## src/rtl/ppvm_pkg.sv

```systemverilog
package ppvm_pkg;

    localparam int COORD_W   = 32;
    localparam int SCREEN_W  = 16;
    localparam int DIV_STEPS = 32;

    localparam logic signed [17:0] NEAR_SCALE = 18'sd100000;

    typedef enum logic [1:0] {
        MODE_OBLIQUE = 2'd0,
        MODE_PERSP   = 2'd1,
        MODE_SIDE    = 2'd2,
        MODE_TOP     = 2'd3
    } view_mode_t;

    typedef enum logic [2:0] {
        REG_VIEW_MODE    = 3'd0,
        REG_SCALE_X      = 3'd1,
        REG_SCALE_Y      = 3'd2,
        REG_OFFSET_X     = 3'd3,
        REG_OFFSET_Y     = 3'd4,
        REG_PROJ_A       = 3'd5,
        REG_PROJ_B       = 3'd6,
        REG_CENTRE_DEPTH = 3'd7
    } cfg_reg_t;

    typedef struct packed {
        view_mode_t         mode;
        logic signed [31:0] scale_x;
        logic signed [31:0] scale_y;
        logic signed [31:0] offset_x;
        logic signed [31:0] offset_y;
        logic signed [31:0] proj_a;
        logic signed [31:0] proj_b;
        logic signed [31:0] centre_depth;
    } cfg_t;

    // request as it leaves the front: either finished (u, v) or a pair to divide
    typedef struct packed {
        logic               is_div;
        logic               near;
        logic signed [31:0] u;
        logic signed [31:0] v;
        logic signed [63:0] nx;
        logic signed [63:0] ny;
        logic signed [32:0] d;
    } front_item_t;

    typedef struct packed {
        logic               near;
        logic signed [31:0] u;
        logic signed [31:0] v;
    } map_item_t;

    typedef struct packed {
        logic [32:0] r;
        logic [31:0] q;
    } div_lane_t;

    typedef struct packed {
        logic               is_div;
        logic               near;
        logic               neg_x;
        logic               neg_y;
        logic               ovf_x;
        logic               ovf_y;
        logic signed [31:0] u;
        logic signed [31:0] v;
        logic [32:0]        dm;
    } div_ctl_t;

    function automatic logic signed [31:0] sat32(input logic signed [63:0] val);
        logic signed [31:0] res;
        if (val > 64'sd2147483647)
            res = 32'sh7FFF_FFFF;
        else if (val < -64'sd2147483648)
            res = 32'sh8000_0000;
        else
            res = val[31:0];
        return res;
    endfunction

    function automatic logic signed [15:0] sat16(input logic signed [63:0] val);
        logic signed [15:0] res;
        if (val > 64'sd32767)
            res = 16'sh7FFF;
        else if (val < -64'sd32768)
            res = 16'sh8000;
        else
            res = val[15:0];
        return res;
    endfunction

    function automatic logic [63:0] mag64(input logic signed [63:0] val);
        logic [63:0] res;
        if (val[63])
            res = ~val + 64'd1;
        else
            res = val;
        return res;
    endfunction

    // one restoring division step
    function automatic div_lane_t div_step(input div_lane_t l, input logic [32:0] dm);
        div_lane_t   res;
        logic [33:0] t;
        t = {l.r, l.q[31]};
        if (t >= {1'b0, dm})
        begin
            res.r = 33'(t - {1'b0, dm});
            res.q = {l.q[30:0], 1'b1};
        end
        else
        begin
            res.r = t[32:0];
            res.q = {l.q[30:0], 1'b0};
        end
        return res;
    endfunction

endpackage

```

## src/rtl/ppvm_fifo.sv

```systemverilog
module ppvm_fifo #(
    parameter int DEPTH = 8
) (
    input  logic                  clk,
    input  logic                  rst_n,
    input  logic                  push,
    input  ppvm_pkg::front_item_t push_item,
    input  logic                  pop,
    output ppvm_pkg::front_item_t pop_item,
    output logic                  empty,
    output logic                  full,
    output logic [$clog2(DEPTH+1)-1:0] count
);

    localparam int PW = (DEPTH > 1) ? $clog2(DEPTH) : 1;
    localparam int CW = $clog2(DEPTH+1);

    ppvm_pkg::front_item_t mem_reg [DEPTH];
    logic [PW-1:0] wr_ptr_reg, wr_ptr_next;
    logic [PW-1:0] rd_ptr_reg, rd_ptr_next;
    logic [CW-1:0] cnt_reg, cnt_next;

    always_comb
    begin
        wr_ptr_next = wr_ptr_reg;
        rd_ptr_next = rd_ptr_reg;
        cnt_next    = cnt_reg;
        if (push)
            wr_ptr_next = (wr_ptr_reg == PW'(DEPTH-1)) ? '0 : PW'(wr_ptr_reg + 1'b1);
        if (pop)
            rd_ptr_next = (rd_ptr_reg == PW'(DEPTH-1)) ? '0 : PW'(rd_ptr_reg + 1'b1);
        if (push && !pop)
            cnt_next = CW'(cnt_reg + 1'b1);
        else if (pop && !push)
            cnt_next = CW'(cnt_reg - 1'b1);
    end

    always_ff @(posedge clk or negedge rst_n)
    begin
        if (!rst_n)
        begin
            wr_ptr_reg <= '0;
            rd_ptr_reg <= '0;
            cnt_reg    <= '0;
        end
        else
        begin
            wr_ptr_reg <= wr_ptr_next;
            rd_ptr_reg <= rd_ptr_next;
            cnt_reg    <= cnt_next;
        end
    end

    always_ff @(posedge clk)
    begin
        if (push)
            mem_reg[wr_ptr_reg] <= push_item;
    end

    assign pop_item = mem_reg[rd_ptr_reg];
    assign empty    = (cnt_reg == '0);
    assign full     = (cnt_reg == CW'(DEPTH));
    assign count    = cnt_reg;

endmodule

```

## config.mk

```make
export PLATFORM = sky130hd
export DESIGN_NAME = ppvm_fifo
export DESIGN_NICKNAME = d
export VERILOG_FILES = /design/src/rtl/ppvm_pkg.sv /design/src/rtl/ppvm_fifo.sv
export SDC_FILE = /design/constraint.sdc
export NUM_CORES = 2
export LEC_CHECK = 0
export ABC_AREA = 1
export BUFFER_PORTS_ARGS = -buffer_cell sky130_fd_sc_hd__buf_4
export CORE_MARGIN = 2
export CORE_UTILIZATION = 40
export CTS_BUF_LIST = sky130_fd_sc_hd__clkbuf_2 sky130_fd_sc_hd__clkbuf_4 sky130_fd_sc_hd__clkbuf_8
export CTS_CLUSTER_DIAMETER = 200
export DETAILED_ROUTE_END_ITERATION = 6
export PLACE_DENSITY_LB_ADDON = 0.08
export SYNTH_ARGS = -nofsm -noshare
export SYNTH_HDL_FRONTEND = slang
export SYNTH_SLANG_ARGS = --single-unit
```

## constraint.sdc

```tcl
create_clock -name clk -period 13.5 [get_ports clk]
set_input_delay 0.675 -clock clk [delete_from_list [all_inputs] [get_ports clk]]
set_output_delay 0.675 -clock clk [all_outputs]
set_load 0.05 [all_outputs]
```

==> metrics.txt <==
# TYPE chip_impl_metric gauge
chip_impl_info{name="synth_top_area_cell",value="edfxtp_1"} 1
chip_impl_metric{name="critical_path_arrival",unit="ps"} 5260
chip_impl_metric{name="grt_pass1_wl",unit="mm"} 299
chip_impl_metric{name="share_of_post_route_cells_with_drive_strength_above_1",unit="%"} 11.5
chip_impl_metric{name="clk-insertion-delay-late",unit="ps"} 1040
chip_impl_info{name="highest_layer",value="met5"} 1
chip_impl_metric{name="met2WireLength",unit="mm"} 97.0
chip_impl_info{name="worst_reg2reg_path_startpoint",value="wr_ptr_reg[0]"} 1
chip_impl_metric{name="hold_viol",unit=""} 0
chip_impl_metric{name="drtIter0Drc",unit=""} 2956
chip_impl_metric{name="ctsHoldBuffers",unit=""} 231
chip_impl_metric{name="totalNegativeSetupSlack",unit="ps"} 0
chip_impl_metric{name="first_global_vias",unit=""} 49374
chip_impl_metric{name="min_path_cells",unit=""} 2
chip_impl_info{name="run_status",value="completed"} 1
chip_impl_metric{name="dp_hpwl",unit="mm"} 101
chip_impl_metric{name="core",unit="mm²"} 0.195
chip_impl_metric{name="cp_slowest_stage_delay",unit="ps"} 890
chip_impl_info{name="cts_root_buffer",value="clkbuf_8"} 1
chip_impl_metric{name="reg2regPathDepth",unit=""} 5
chip_impl_metric{name="synth.net_count",unit=""} 8161
chip_impl_metric{name="syn_area",unit="mm²"} 0.0782
chip_impl_metric{name="maxCapViolCount",unit=""} 0
chip_impl_metric{name="num_rows",unit=""} 162
chip_impl_info{name="critical_path.most_common_cell",value="nand2_1"} 1
chip_impl_info{name="crit_type",value="reg -> out"} 1
chip_impl_metric{name="cellLeakagePower",unit="nW"} 40.0
chip_impl_metric{name="timing.critical_path.required",unit="ps"} 12820
chip_impl_metric{name="grt_start_max_net_pins",unit=""} 258
chip_impl_metric{name="synth_top_area_share",unit="%"} 69.8
chip_impl_metric{name="cts_resized",unit=""} 0
chip_impl_metric{name="synth-seq-cells",unit=""} 1826
chip_impl_metric{name="final_core_util",unit="%"} 47.4
chip_impl_metric{name="peakVddDrop",unit="V"} 0.000185
chip_impl_metric{name="globalRoute.totalOverflow",unit=""} 0
chip_impl_metric{name="tritoncts.num_buffers",unit=""} 335
chip_impl_metric{name="grt_usage",unit="%"} 19.7
chip_impl_metric{name="initial_antenna_violation_count",unit=""} 29
chip_impl_metric{name="chipHeight",unit="µm"} 446
chip_impl_metric{name="slew_headroom",unit="%"} 16.8
chip_impl_metric{name="slack_of_the_worst_reg_to_reg_path",unit="ps"} 9630
chip_impl_metric{name="cts_post_setup_buffers_inserted",unit=""} 0
chip_impl_info{name="endpoint_kind",value="output port"} 1
chip_impl_metric{name="place.gp.congestion",unit=""} 0.753
chip_impl_metric{name="clk_transition_reported_paths",unit="ps"} 60
chip_impl_metric{name="finalClockSkew",unit="ps"} 44.3
chip_impl_info{name="crit_path_start_kind",value="flip-flop"} 1
chip_impl_metric{name="initial_core_util",unit="%"} 40.2
chip_impl_metric{name="width_of_the_die",unit="µm"} 446
chip_impl_metric{name="cts.path.max_buffers",unit=""} 4
chip_impl_metric{name="synth_sequential_area_ratio",unit="%"} 70.1
chip_impl_metric{name="synthDistinctLibCells",unit=""} 20
chip_impl_info{name="worst_min_path_start",value="push_item[191]"} 1
chip_impl_metric{name="syn_inst",unit=""} 7922
chip_impl_metric{name="drt_pre_antenna_iters",unit=""} 5
chip_impl_metric{name="total_via_count_in_the_routed_design",unit=""} 51603
chip_impl_info{name="ys_top_cells_by_area",value="edfxtp_1 70%, nand2_1 14%, nor2_1 8.8%, inv_1 4.4%, buf_2 1.5%"} 1
chip_impl_info{name="worstReg2RegEnd",value="mem_reg[0][144]"} 1
chip_impl_metric{name="routed_via_density",unit=""} 4.51
chip_impl_info{name="worstPathCellList",value="buf_4 > buf_12 > buf_4 > nor2_1 > nor2_1 > nand2_1 > nand2_1 > nand2_1 > nand2_1 > buf_4"} 1
chip_impl_metric{name="detail_route.wl_per_cell",unit="µm"} 17.4
chip_impl_metric{name="period_minus_slack",unit="ps"} 5930
chip_impl_metric{name="worstPathMaxFanout",unit=""} 190
chip_impl_info{name="tritoncts",value="yes"} 1
chip_impl_metric{name="io-pin-count",unit=""} 464
chip_impl_metric{name="timing.fmax",unit="MHz"} 169
chip_impl_metric{name="totalWireLength",unit="mm"} 199
chip_impl_info{name="grt_setup_unrepaired",value="no"} 1
chip_impl_metric{name="avgSynthCellArea",unit="µm²"} 9.87
chip_impl_info{name="slowest_cp_cell",value="buf_4"} 1
chip_impl_metric{name="die_area",unit="mm²"} 0.199
chip_impl_metric{name="detailroute.wirelength.met3",unit="mm"} 7.45
chip_impl_metric{name="antenna_violating_nets_post_route",unit=""} 0
chip_impl_metric{name="period_share",unit="%"} 43.9
chip_impl_metric{name="cts.sinks",unit=""} 1826
chip_impl_info{name="worst_hold_path.endpoint",value="mem_reg[1][191]"} 1
chip_impl_metric{name="met1_length",unit="mm"} 89.6
chip_impl_metric{name="synthesis.yosys.warnings",unit=""} 0
chip_impl_metric{name="fin_worst_hold_slack",unit="ps"} 417
chip_impl_metric{name="report.final.setup_viol",unit=""} 0
chip_impl_metric{name="drc_errors",unit=""} 0
chip_impl_metric{name="maxSlewViolCount",unit=""} 0
chip_impl_metric{name="flip_flop_count_of_the_largest_register_all_copies_and_words_added",unit=""} 1816
chip_impl_metric{name="fillers",unit=""} 18219
chip_impl_metric{name="flow.area_growth_from_synthesis",unit="%"} 18.0
chip_impl_info{name="worstHoldPathType",value="in -> reg"} 1
chip_impl_metric{name="finalNetCount",unit=""} 8900
chip_impl_metric{name="powerDensity",unit="mW/mm²"} 217
chip_impl_metric{name="tightestPinTransition",unit="ps"} 1250
chip_impl_metric{name="cts.htree.levels",unit=""} 5
chip_impl_metric{name="portBuffers",unit=""} 463
-- synth_stat cells (all sizes together) --
cell type / n
nand2: 2972
nor2: 1825
edfxtp: 1816
inv: 920
buf: 273
clkbuf: 80
dfrtp: 10
ha: 7
o21ai: 6
nand3: 5
a21oi: 2
nor4: 2
xnor2: 2
fa: 1
or2: 1
-- cells by family (layout without fill, tap and decap cells) --
| kind of cell | Yosys count | count (layout) | synth area share, % |
|---|---|---|---|
| XOR/XNOR | 2 | 2 | 0.0224 |
| buffers and inverters | 1273 | 2236 | 6.61 |
| other | 0 | 17 | 0 |
| AND/OR/NAND/NOR | 4805 | 4805 | 23.1 |
| AO/OA/AOI/OAI | 8 | 8 | 0.0512 |
| adder cells (fa/ha/maj) | 8 | 8 | 0.138 |
| flip-flops | 1826 | 1826 | 70.1 |
-- worst max-delay path: cells and delay by family (launching register included) --
kind,cells,cell delay [ps]
flip-flops,1,700
AND/OR/NAND/NOR,6,610
buffers and inverters,4,2570
-- report_power, final --
group / total (mW) / internal, mW / switching (mW)
registers: 7.09 / 6.93 / 0.167
logic: 7.98 / 2.05 / 5.93
clock network: 4.90 / 2.68 / 2.23
-- stage by stage --
| stage | total power [mW] | worst slack, ps | area, µm² | std cells |
|---|---|---|---|---|
| CTS | 20.3 | 7480 | 92200 | 11427 |
| floorplan | 12.9 | 2480 | 78200 | 7922 |
| detailed placement | 15.3 | 8640 | 83800 | 10635 |
| finish | 20.0 | 7570 | 92200 | 11444 |
| global route | 21.2 | 7090 | 92200 | 11438 |
| global placement | 15.2 | 8660 | 83800 | 10635 |
-- layout by cell type (no fill, tap or decap), types with 2 or more instances in the layout --
cell type and instances:
clkinvlp_4 3, clkinv_2 20, bufinv_16 2, nor2_4 8
clkbuf_8 340, buf_4 511, nand3_1 5, inv_1 918
nand2_1 2972, xnor2_1 2, a21oi_1 2, buf_12 13
nor4_1 2, ha_1 7, dfrtp_4 3, nor2_1 1817
o21ai_0 6, dfrtp_1 7, clkinv_1 77, edfxtp_1 1816
dlygate4sd3_1 231, inv_8 2, clkbuf_4 118, diode_2 17
-- worst max path at each step --
stage          cells after the start  slack, ps            end     startpoint
2_1_floorplan                      2       2480  mem_reg[1][0]           push
3_3_place_gp                      10       8660  pop_item[116]  rd_ptr_reg[0]
3_5_place_dp                      10       8640  pop_item[116]  rd_ptr_reg[0]
4_1_cts                           10       7480  pop_item[116]  rd_ptr_reg[0]
5_1_grt                           10       7090  pop_item[119]  rd_ptr_reg[0]
6_report                          10       7570  pop_item[169]  rd_ptr_reg[0]
-- per-layer routing --
| layer | GRT usage [%] | up-vias |
|---|---|---|
| met5 | 0 | - |
| met4 | 5.77 | 16 |
| met3 | 3.28 | 383 |
| met2 | 33.6 | 866 |
| met1 | 25.9 | 24231 |
| li1 | - | 26107 |
-- final cells by class --
class | count | area (µm²) | share of cell area, %
clock inverter | 103 | 480 | 0.521
multi-input combinational | 4823 | 18300 | 19.8
antenna | 17 | 42.5 | 0.0461
inverter | 920 | 3470 | 3.76
tap | 2542 | 3180 | 3.45
timing repair buffer | 755 | 6410 | 6.95
sequential | 1826 | 54800 | 59.4
clock buffer | 458 | 5570 | 6.04
Note: power is estimated with default switching activity, not from simulation.
